==> src/hw/rtl/pps_pkg.sv <==
// ----------------------------------------------------------------------------
// pps_pkg: shared types and constants of the priority scheduler
// Holds the slot count, the field widths, the word structs of both channels
// and the control structs that pass between the scheduler's modules.
// ----------------------------------------------------------------------------
`default_nettype none

package pps_pkg;

    localparam int SLOTS   = 16;
    localparam int IDX_W   = (SLOTS > 1) ? $clog2(SLOTS) : 1;
    localparam int CNT_W   = $clog2(SLOTS + 1);
    localparam int PEND_W  = 5;
    localparam int ID_W    = 16;
    localparam int PRIO_W  = 16;
    localparam int BURST_W = 16;
    localparam int ORDER_W = 32;

    localparam logic FUNC_ARRIVE = 1'b0;
    localparam logic FUNC_TICK   = 1'b1;

    typedef logic [IDX_W-1:0]   slot_idx_t;
    typedef logic [CNT_W-1:0]   slot_cnt_t;
    typedef logic [ID_W-1:0]    task_id_t;
    typedef logic [PRIO_W-1:0]  task_prio_t;
    typedef logic [BURST_W-1:0] task_burst_t;
    typedef logic [ORDER_W-1:0] order_t;

    typedef struct packed {
        logic        func;
        task_id_t    task_id;
        task_prio_t  task_priority;
        task_burst_t task_burst;
    } in_word_t;

    typedef struct packed {
        task_id_t          ran_task;
        logic              dropped;
        logic [PEND_W-1:0] pending;
    } out_word_t;

    typedef struct packed {
        task_id_t    id;
        task_prio_t  prio;
        task_burst_t remaining;
        order_t      order;
    } slot_entry_t;

    typedef struct packed {
        logic        we;
        logic        set_valid;
        logic        clr_valid;
        slot_idx_t   addr;
        slot_entry_t entry;
    } table_wr_t;

    typedef struct packed {
        logic      full;
        slot_idx_t free_idx;
        slot_cnt_t count;
    } table_stat_t;

    typedef struct packed {
        logic        found;
        slot_idx_t   idx;
        task_id_t    id;
        task_prio_t  prio;
        task_burst_t remaining;
    } best_t;

    typedef enum logic [2:0] {
        ST_IDLE,
        ST_ARRIVE,
        ST_SCAN,
        ST_APPLY,
        ST_DONE
    } state_t;

endpackage

`default_nettype wire

==> src/hw/rtl/preemptive_priority_scheduler.sv <==
// ----------------------------------------------------------------------------
// preemptive_priority_scheduler: preemptive priority scheduler, one processor
// Top level: handshake, sequencer, running-task registers and result word.
// ----------------------------------------------------------------------------
// The block takes one word at a time. An arrival word stores its task in the
// lowest free waiting slot, or flags it as dropped when all SLOTS slots are
// taken. A tick word reports the running task, decrements its remaining burst
// and then reads the slot memory one entry per cycle to find the best waiting
// task, as that memory has a single read port. Each result is loaded into the
// output register before the block returns to idle and can take the next word.
// A new word may be accepted while the previous result still waits on the
// output register.
// Every word yields exactly one result word, carrying the running id (ticks
// only), the drop flag (arrivals only) and the number of waiting tasks.
// There is no clearing pass: slot valid bits are reset in flip-flops.
// ----------------------------------------------------------------------------
`default_nettype none

module preemptive_priority_scheduler (
    input  wire logic              aclk,
    input  wire logic              aresetn,
    input  wire logic              s_valid,
    output logic                   s_ready,
    input  wire pps_pkg::in_word_t s_data,
    output logic                   m_valid,
    input  wire logic              m_ready,
    output pps_pkg::out_word_t     m_data
);
    import pps_pkg::*;

    localparam int SCAN_W = IDX_W + 1;

    state_t        state_reg, state_next;
    in_word_t      in_reg;
    task_id_t      ran_reg;
    logic          drop_reg;
    logic [SCAN_W-1:0] scan_cnt_reg;

    logic          run_valid_reg;
    task_id_t      run_id_reg;
    task_prio_t    run_prio_reg;
    task_burst_t   run_rem_reg;
    task_burst_t   run_rem_dec;
    order_t        entry_cnt_reg;

    logic          m_valid_reg;
    out_word_t     m_data_reg;

    logic          accept;
    logic          scan_done;
    logic          rd_en;
    logic          take_task;
    logic          preempt;
    logic          load_out;
    table_wr_t     tbl_wr;
    table_stat_t   stat;
    slot_entry_t   rd_entry;
    logic          rd_ack;
    logic          rd_valid;
    slot_idx_t     rd_idx;
    best_t         best;
    logic          scan_busy;
    task_burst_t   burst_fixed;

    // ------------------------------------------------------------------
    // Slot memory and the scan that walks it.
    // ------------------------------------------------------------------
    pps_slot_table u_table (
        .aclk     (aclk),
        .aresetn  (aresetn),
        .wr       (tbl_wr),
        .rd_en    (rd_en),
        .rd_addr  (scan_cnt_reg[IDX_W-1:0]),
        .rd_entry (rd_entry),
        .rd_ack   (rd_ack),
        .rd_valid (rd_valid),
        .rd_idx   (rd_idx),
        .stat     (stat)
    );

    pps_best_scan u_scan (
        .aclk      (aclk),
        .aresetn   (aresetn),
        .start     (accept),
        .in_go     (rd_ack),
        .in_valid  (rd_valid),
        .in_idx    (rd_idx),
        .in_entry  (rd_entry),
        .entry_cnt (entry_cnt_reg),
        .best      (best),
        .busy      (scan_busy)
    );

    assign accept      = s_valid && s_ready;
    assign run_rem_dec = run_rem_reg - task_burst_t'(1);
    assign burst_fixed = (in_reg.task_burst == '0) ? task_burst_t'(1) : in_reg.task_burst;

    // The scan is over once every slot has been issued and both the memory
    // read and the age stage have drained into the best-so-far registers.
    assign scan_done = (scan_cnt_reg == SCAN_W'(SLOTS)) && !rd_ack && !scan_busy;

    // ------------------------------------------------------------------
    // Sequencer: next state.
    // ------------------------------------------------------------------
    always_comb begin
        state_next = state_reg;
        unique case (state_reg)
            ST_IDLE: begin
                if (accept) begin
                    state_next = (s_data.func == FUNC_TICK) ? ST_SCAN : ST_ARRIVE;
                end
            end
            ST_ARRIVE: state_next = ST_DONE;
            ST_SCAN: begin
                if (scan_done) begin
                    state_next = ST_APPLY;
                end
            end
            ST_APPLY: state_next = ST_DONE;
            ST_DONE: begin
                if (load_out) begin
                    state_next = ST_IDLE;
                end
            end
            default: state_next = ST_IDLE;
        endcase
    end

    // ------------------------------------------------------------------
    // Sequencer: outputs. Arrivals write a free slot if there is one; after
    // a scan the best task is taken by an idle processor (its slot is freed),
    // swaps places with a lower-priority running task, which re-enters the
    // same slot with the newest entry order, or else stays where it is.
    // ------------------------------------------------------------------
    always_comb begin
        s_ready   = (state_reg == ST_IDLE);
        rd_en     = (state_reg == ST_SCAN) && (scan_cnt_reg < SCAN_W'(SLOTS));
        take_task = (state_reg == ST_APPLY) && best.found && !run_valid_reg;
        preempt   = (state_reg == ST_APPLY) && best.found && run_valid_reg &&
                    (best.prio > run_prio_reg);
        load_out  = (state_reg == ST_DONE) && (!m_valid_reg || m_ready);

        tbl_wr = '0;
        if ((state_reg == ST_ARRIVE) && !stat.full) begin
            tbl_wr.we              = 1'b1;
            tbl_wr.set_valid       = 1'b1;
            tbl_wr.addr            = stat.free_idx;
            tbl_wr.entry.id        = in_reg.task_id;
            tbl_wr.entry.prio      = in_reg.task_priority;
            tbl_wr.entry.remaining = burst_fixed;
            tbl_wr.entry.order     = entry_cnt_reg;
        end else if (take_task) begin
            tbl_wr.clr_valid = 1'b1;
            tbl_wr.addr      = best.idx;
        end else if (preempt) begin
            tbl_wr.we              = 1'b1;
            tbl_wr.addr            = best.idx;
            tbl_wr.entry.id        = run_id_reg;
            tbl_wr.entry.prio      = run_prio_reg;
            tbl_wr.entry.remaining = run_rem_reg;
            tbl_wr.entry.order     = entry_cnt_reg;
        end
    end

    always_ff @(posedge aclk) begin
        if (!aresetn) begin
            state_reg     <= ST_IDLE;
            scan_cnt_reg  <= '0;
            entry_cnt_reg <= '0;
            run_valid_reg <= 1'b0;
            run_id_reg    <= '0;
            run_prio_reg  <= '0;
            run_rem_reg   <= '0;
            m_valid_reg   <= 1'b0;
        end else begin
            state_reg <= state_next;

            if (accept) begin
                scan_cnt_reg <= '0;
            end else if (rd_en) begin
                scan_cnt_reg <= scan_cnt_reg + SCAN_W'(1);
            end

            // Every slot write stamps the entry with the counter.
            if (tbl_wr.we) begin
                entry_cnt_reg <= entry_cnt_reg + order_t'(1);
            end

            // The running task is charged for the tick before the scan.
            if (accept && (s_data.func == FUNC_TICK) && run_valid_reg) begin
                run_rem_reg <= run_rem_dec;
                if (run_rem_dec == '0) begin
                    run_valid_reg <= 1'b0;
                end
            end else if (take_task || preempt) begin
                run_valid_reg <= 1'b1;
                run_id_reg    <= best.id;
                run_prio_reg  <= best.prio;
                run_rem_reg   <= best.remaining;
            end

            if (load_out) begin
                m_valid_reg <= 1'b1;
            end else if (m_ready) begin
                m_valid_reg <= 1'b0;
            end
        end
    end

    // Word capture and result assembly.
    always_ff @(posedge aclk) begin
        if (accept) begin
            in_reg   <= s_data;
            drop_reg <= 1'b0;
            ran_reg  <= ((s_data.func == FUNC_TICK) && run_valid_reg) ? run_id_reg : '0;
        end else if (state_reg == ST_ARRIVE) begin
            drop_reg <= stat.full;
        end
        if (load_out) begin
            m_data_reg.ran_task <= ran_reg;
            m_data_reg.dropped  <= drop_reg;
            m_data_reg.pending  <= PEND_W'(stat.count);
        end
    end

    assign m_valid = m_valid_reg;
    assign m_data  = m_data_reg;

    // ------------------------------------------------------------------
    // Assertions.
    // ------------------------------------------------------------------
    // A running task always has work left.
    a_run_rem_nonzero: assert property (@(posedge aclk) disable iff (!aresetn)
        run_valid_reg |-> (run_rem_reg != '0))
        else $error("running task has no remaining burst");

    // The fill count never exceeds the number of slots.
    a_count_bound: assert property (@(posedge aclk) disable iff (!aresetn)
        stat.count <= CNT_W'(SLOTS))
        else $error("waiting count above slot count");

    // An arrival into a table with room adds exactly one waiting task.
    a_arrive_count: assert property (@(posedge aclk) disable iff (!aresetn)
        ((state_reg == ST_ARRIVE) && !stat.full) |=>
            (stat.count == $past(stat.count) + CNT_W'(1)))
        else $error("arrival did not add one waiting task");

    // Preemption swaps tasks in place, so the waiting count holds.
    a_preempt_count: assert property (@(posedge aclk) disable iff (!aresetn)
        preempt |=> (stat.count == $past(stat.count)))
        else $error("preemption changed the waiting count");

endmodule

`default_nettype wire

==> src/hw/rtl/pps_slot_table.sv <==
// ----------------------------------------------------------------------------
// pps_slot_table: waiting-slot memory with valid bits
// One synchronous memory holds the slot entries; valid bits and the fill
// count live in flip-flops, and the lowest free slot is encoded from them.
// ----------------------------------------------------------------------------
`default_nettype none

module pps_slot_table (
    input  wire logic                 aclk,
    input  wire logic                 aresetn,
    input  wire pps_pkg::table_wr_t   wr,
    input  wire logic                 rd_en,
    input  wire pps_pkg::slot_idx_t   rd_addr,
    output pps_pkg::slot_entry_t      rd_entry,
    output logic                      rd_ack,
    output logic                      rd_valid,
    output pps_pkg::slot_idx_t        rd_idx,
    output pps_pkg::table_stat_t      stat
);
    import pps_pkg::*;

    slot_entry_t            mem [SLOTS];
    slot_entry_t            rd_entry_reg;
    logic                   rd_ack_reg;
    logic                   rd_valid_reg;
    slot_idx_t              rd_idx_reg;
    logic [SLOTS-1:0]       valid_reg, valid_next;
    slot_cnt_t              count_reg, count_next;
    slot_idx_t              free_idx;
    logic                   any_free;

    always_ff @(posedge aclk) begin
        if (wr.we) begin
            mem[wr.addr] <= wr.entry;
        end
        if (rd_en) begin
            rd_entry_reg <= mem[rd_addr];
            rd_valid_reg <= valid_reg[rd_addr];
            rd_idx_reg   <= rd_addr;
        end
    end

    always_comb begin
        valid_next = valid_reg;
        count_next = count_reg;
        if (wr.set_valid) begin
            valid_next[wr.addr] = 1'b1;
            count_next          = count_reg + slot_cnt_t'(1);
        end else if (wr.clr_valid) begin
            valid_next[wr.addr] = 1'b0;
            count_next          = count_reg - slot_cnt_t'(1);
        end
    end

    always_ff @(posedge aclk) begin
        if (!aresetn) begin
            valid_reg  <= '0;
            count_reg  <= '0;
            rd_ack_reg <= 1'b0;
        end else begin
            valid_reg  <= valid_next;
            count_reg  <= count_next;
            rd_ack_reg <= rd_en;
        end
    end

    // Lowest-numbered free slot wins.
    always_comb begin
        free_idx = '0;
        any_free = 1'b0;
        for (int k = SLOTS - 1; k >= 0; k--) begin
            if (!valid_reg[k]) begin
                free_idx = slot_idx_t'(k);
                any_free = 1'b1;
            end
        end
    end

    assign stat.full     = !any_free;
    assign stat.free_idx = free_idx;
    assign stat.count    = count_reg;

    assign rd_entry = rd_entry_reg;
    assign rd_ack   = rd_ack_reg;
    assign rd_valid = rd_valid_reg;
    assign rd_idx   = rd_idx_reg;

endmodule

`default_nettype wire

==> src/hw/rtl/pps_best_scan.sv <==
// ----------------------------------------------------------------------------
// pps_best_scan: running maximum over the slots read from the table
// A stage forms each entry's age, then a compare keeps the highest priority,
// and among equal priorities the youngest entry.
// ----------------------------------------------------------------------------
`default_nettype none

module pps_best_scan (
    input  wire logic                 aclk,
    input  wire logic                 aresetn,
    input  wire logic                 start,
    input  wire logic                 in_go,
    input  wire logic                 in_valid,
    input  wire pps_pkg::slot_idx_t   in_idx,
    input  wire pps_pkg::slot_entry_t in_entry,
    input  wire pps_pkg::order_t      entry_cnt,
    output pps_pkg::best_t            best,
    output logic                      busy
);
    import pps_pkg::*;

    logic        st_go_reg;
    logic        st_valid_reg;
    slot_idx_t   st_idx_reg;
    order_t      st_age_reg;
    task_id_t    st_id_reg;
    task_prio_t  st_prio_reg;
    task_burst_t st_rem_reg;

    logic        best_found_reg;
    slot_idx_t   best_idx_reg;
    order_t      best_age_reg;
    task_id_t    best_id_reg;
    task_prio_t  best_prio_reg;
    task_burst_t best_rem_reg;
    logic        take;

    always_ff @(posedge aclk) begin
        st_valid_reg <= in_valid;
        st_idx_reg   <= in_idx;
        st_age_reg   <= entry_cnt - in_entry.order;
        st_id_reg    <= in_entry.id;
        st_prio_reg  <= in_entry.prio;
        st_rem_reg   <= in_entry.remaining;
    end

    assign take = st_go_reg && st_valid_reg &&
                  (!best_found_reg || (st_prio_reg > best_prio_reg) ||
                   ((st_prio_reg == best_prio_reg) && (st_age_reg < best_age_reg)));

    always_ff @(posedge aclk) begin
        if (!aresetn) begin
            st_go_reg      <= 1'b0;
            best_found_reg <= 1'b0;
        end else if (start) begin
            st_go_reg      <= 1'b0;
            best_found_reg <= 1'b0;
        end else begin
            st_go_reg <= in_go;
            if (take) begin
                best_found_reg <= 1'b1;
            end
        end
    end

    always_ff @(posedge aclk) begin
        if (take) begin
            best_idx_reg  <= st_idx_reg;
            best_age_reg  <= st_age_reg;
            best_id_reg   <= st_id_reg;
            best_prio_reg <= st_prio_reg;
            best_rem_reg  <= st_rem_reg;
        end
    end

    assign best.found     = best_found_reg;
    assign best.idx       = best_idx_reg;
    assign best.id        = best_id_reg;
    assign best.prio      = best_prio_reg;
    assign best.remaining = best_rem_reg;
    assign busy           = st_go_reg;

endmodule

`default_nettype wire
==> config.mk <==
export PLATFORM = sky130hd
export DESIGN_NAME = preemptive_priority_scheduler
export DESIGN_NICKNAME = d
export VERILOG_FILES = /design/src/hw/rtl/pps_pkg.sv /design/src/hw/rtl/preemptive_priority_scheduler.sv /design/src/hw/rtl/pps_slot_table.sv /design/src/hw/rtl/pps_best_scan.sv
export SDC_FILE = /design/constraint.sdc
export NUM_CORES = 2
export LEC_CHECK = 0
export BUFFER_PORTS_ARGS = -buffer_cell sky130_fd_sc_hd__clkbuf_2
export CORE_MARGIN = 2
export CORE_UTILIZATION = 51
export CTS_CLUSTER_SIZE = 12
export DETAILED_ROUTE_END_ITERATION = 8
export PLACE_DENSITY = 0.76
export SETUP_SLACK_MARGIN = 0.05
export SKIP_CTS_REPAIR_TIMING = 1
export SLEW_MARGIN = 25
export SYNTH_ARGS = -nofsm -noshare
export SYNTH_HDL_FRONTEND = slang
export SYNTH_HIERARCHICAL = 1
export SYNTH_SLANG_ARGS = --single-unit
==> constraint.sdc <==
create_clock -name aclk -period 7.5 [get_ports aclk]
set_input_delay 0.375 -clock aclk [delete_from_list [all_inputs] [get_ports aclk]]
set_output_delay 0.375 -clock aclk [all_outputs]
set_load 0.005 [all_outputs]
==> impl_metrics.json <==
{
  "syn_to_final_growth_pct": 12.7,
  "rrSetupSlack_ns": 2.21,
  "drive_gt1_share_pct": 19.4,
  "core_area_sq_mm": 0.131,
  "min_path_cells": 3,
  "synth-xor-area-share_pct": 0.522,
  "powerDensity_mw_per_mm2": 258,
  "grt_pass1_wl_um": 227000,
  "row_count": 133,
  "dr.first_iter.drc_count": 4560,
  "syn_nets": 3772,
  "viasPerCell": 6.20,
  "r2r-end": "u_table/mem[6][16]",
  "worst_slack_ns": 2.21,
  "vdd_ir_drop_max_uv": 265,
  "r2r_start": "u_scan/best_prio_reg[14]",
  "numCtsBuffers": 172,
  "die_h_um": 367,
  "finalSetupTns_ns": 0,
  "synth-adder-area-share_pct": 1.96,
  "fmax_ghz": 0.189,
  "skew_ns": 0.0421,
  "startpoint": "u_scan/best_prio_reg[14]",
  "worstPathCellList": "ha_1 -> nand4_1 -> nor3_1 -> a21boi_2 -> o31ai_2 -> a21oi_4 -> a22o_1 -> nor2b_1 -> and3_4 -> buf_4",
  "post-route-period-util_pct": 70.6,
  "avgSynthCellArea_sq_um": 18.6,
  "overflow": 0,
  "slew_headroom_pct": 29.9,
  "critPathRequiredTime_ns": 7.95,
  "wl_um": 153000,
  "fin_crit_ns": 5.29,
  "insertion_delay_ns": 0.82,
  "wire_per_inst_um": 26.9,
  "fin_total_pwr_w": 0.0195,
  "clock_path_buffers": 3,
  "root_buffer": "clkbuf_16",
  "slowest_stage": "and3_4",
  "synth-edff-count": 1535,
  "crit_path_end_kind": "register",
  "place_worst_setup_slack_ns": 2.42,
  "gp_congestion": 0.836,
  "cellLeakagePower_nw": 24.4,
  "yosys.area_share.simple_pct": 4.31,
  "muxShareOfSynthArea_pct": 10.9,
  "vias": 35300,
  "grt_pass1_vias": 35000,
  "min_from": "s_valid",
  "worstMarginPinSlew_ns": 1.05,
  "die_w_um": 367,
  "min_path_type": "input port to register",
  "yosys_warnings": 6,
  "grt_max_degree": 100,
  "seq_area_frac_synth_pct": 74.7,
  "whs_endpoint": "drop_reg",
  "hold_violations": 0,
  "grtUsageTotal_pct": 22.7,
  "critPathKind": "register to register",
  "rsz0062_at_grt": "no",
  "synth_compound_area_share_pct": 5.68,
  "cts_tree": "done",
  "hpwlAfterDp_um": 88600,
  "htreeDepth": 4,
  "antenna_found_initial": 4,
  "port-buffer-count": 76,
  "setup_viol": 0,
  "pin_count": 77,
  "largest_reg_flops": 1280,
  "drt_first_pass_iters": 6,
  "drv_slew": 0,
  "cp_slowest_stage_delay_ns": 0.91,
  "synth_top_family_by_area": "multiplexers",
  "clock_sinks": 1735,
  "status": "complete, no violations",
  "postSynthCellCount": 3615,
  "start_kind": "register",
  "cap_viol_max_count": 0,
  "synth_cell_types": 86,
  "path_clk_slew_ns": 0.06,
  "synthesis.area_sq_mm": 0.0671,
  "cp_max_fo": 44,
  "drc": 0,
  "synth_seq_cells": 1735,
  "ant_nets": 0,
  "floorplan.initialDensity_pct": 51.2,
  "async_flop_share_pct": 0,
  "dieArea_sq_mm": 0.134,
  "synth-main-ff-cell": "edfxtp_1",
  "num-nets-final": 3972,
  "arrival_ns": 5.74,
  "reg2reg_depth": 10
}
[how the worst max path moves through the flow]
stage / cells past startpoint / end / slack (ns)
global route: 10 / u_table/mem[1][16] / 2.07
floorplan: 9 / u_scan/best_age_reg[0] / 1.87
finish: 10 / u_table/mem[6][16] / 2.21
CTS: 11 / u_table/mem[12][4] / 2.40
detailed placement: 10 / u_table/mem[4][7] / 2.42
global placement: 10 / u_table/mem[4][7] / 2.57
[kinds of logic (layout without fill, tap and decap cells)]
logic type | count (synthesis) | count (layout)
xor+xnor | 40 | 40
buf+inv | 296 | 621
other cells | 0 | 3
mux | 325 | 325
simple gates | 570 | 570
fa+ha+maj | 104 | 104
flops | 1735 | 1735
compound gates | 545 | 545
[area by class of cell]
| class | count | area (sq um) |
|---|---|---|
| multi-input cells | 1584 | 15900 |
| repair buffers | 203 | 1540 |
| diodes | 3 | 7.51 |
| clock buffers | 263 | 4780 |
| clock inverters | 36 | 647 |
| well taps | 1755 | 2200 |
| flip-flops and latches | 1735 | 50100 |
| inverters | 119 | 448 |
| fillers | 9296 | 55400 |
[layout by cell type, fill, tap and decap left out, drive strengths merged, types with 52 or more instances in the layout]
cell type	netlist	final
a22o	52	52
nand3	56	56
clkbuf	90	339
ha	102	102
nor2	57	57
buf	87	79
edfxtp	1535	1535
a22oi	173	173
dfxtp	200	200
o21ai	59	59
a21oi	141	141
mux4	324	324
nand2	216	216
nor2b	66	66
inv	119	120
[through the flow]
| step | hold slack, ns | utilization, % | cells | instance area, sq um |
|---|---|---|---|---|
| after detailed placement | 0.327 | 53.2 | 5347 | 69600 |
| final | 0.0697 | 57.7 | 5698 | 75600 |
| after global placement | 0.324 | 53.2 | 5347 | 69600 |
| after global routing | 0.112 | 57.7 | 5695 | 75600 |
| after CTS | -0.307 | 57.3 | 5646 | 75000 |
| after floorplan | 0.323 | - | 3615 | 67100 |
[worst max-delay path: cells and delay by family, from the launching register on]
| family | cells | cell delay [ns] |
|---|---|---|
| DFF | 1 | 0.42 |
| AOI/OAI and AO/OA | 4 | 1.55 |
| and+or+nand+nor | 4 | 2.13 |
| adders and majority gates | 1 | 0.34 |
| buffers and inverters | 1 | 0.46 |
[per-layer routing]
layer / share of wire [%] / GRT usage, % / routed length, um
met5: 0 / 0 / 0
met4: 2.5 / 7.15 / 3760
met3: 9.1 / 3.98 / 13900
met2: 49 / 36.2 / 74900
met1: 40 / 32.1 / 60700
[report_power, final]
| part | leakage [nW] | switching, W | internal [W] |
|---|---|---|---|
| registers | 15.4 | 0.0000663 | 0.0106 |
| clock network | 2.59 | 0.00358 | 0.00466 |
| logic | 6.40 | 0.000380 | 0.000255 |
[synth_stat cells, types with 9 or more instances]
| cell type | n | area share [%] |
|---|---|---|
| buf_4 | 20 | 0.22 |
| o31ai_1 | 10 | 0.11 |
| a32oi_1 | 9 | 0.12 |
| nand2_1 | 216 | 1.2 |
| nor2b_1 | 66 | 0.62 |
| edfxtp_1 | 1535 | 69 |
| nor2_1 | 57 | 0.32 |
| dfxtp_1 | 200 | 6.0 |
| o21a_1 | 9 | 0.10 |
| or3_1 | 27 | 0.25 |
| o21ai_1 | 12 | 0.090 |
| xor2_1 | 18 | 0.23 |
| buf_2 | 32 | 0.24 |
| nor4_1 | 10 | 0.093 |
| clkbuf_1 | 89 | 0.50 |
| mux4_2 | 324 | 11 |
| nor3_1 | 11 | 0.082 |
| a31oi_1 | 10 | 0.093 |
| nand4_1 | 28 | 0.26 |
| buf_6 | 13 | 0.22 |
| nand3_1 | 56 | 0.42 |
| and3_1 | 45 | 0.42 |
| a22o_1 | 52 | 0.68 |
| a21oi_1 | 137 | 1.0 |
| inv_1 | 118 | 0.66 |
| a21o_1 | 26 | 0.29 |
| o21ai_0 | 45 | 0.34 |
| xnor2_1 | 22 | 0.29 |
| ha_1 | 102 | 1.9 |
| and2_1 | 15 | 0.14 |
| buf_1 | 22 | 0.12 |
| a22oi_1 | 173 | 1.9 |
(Power assumes the default switching activity.)
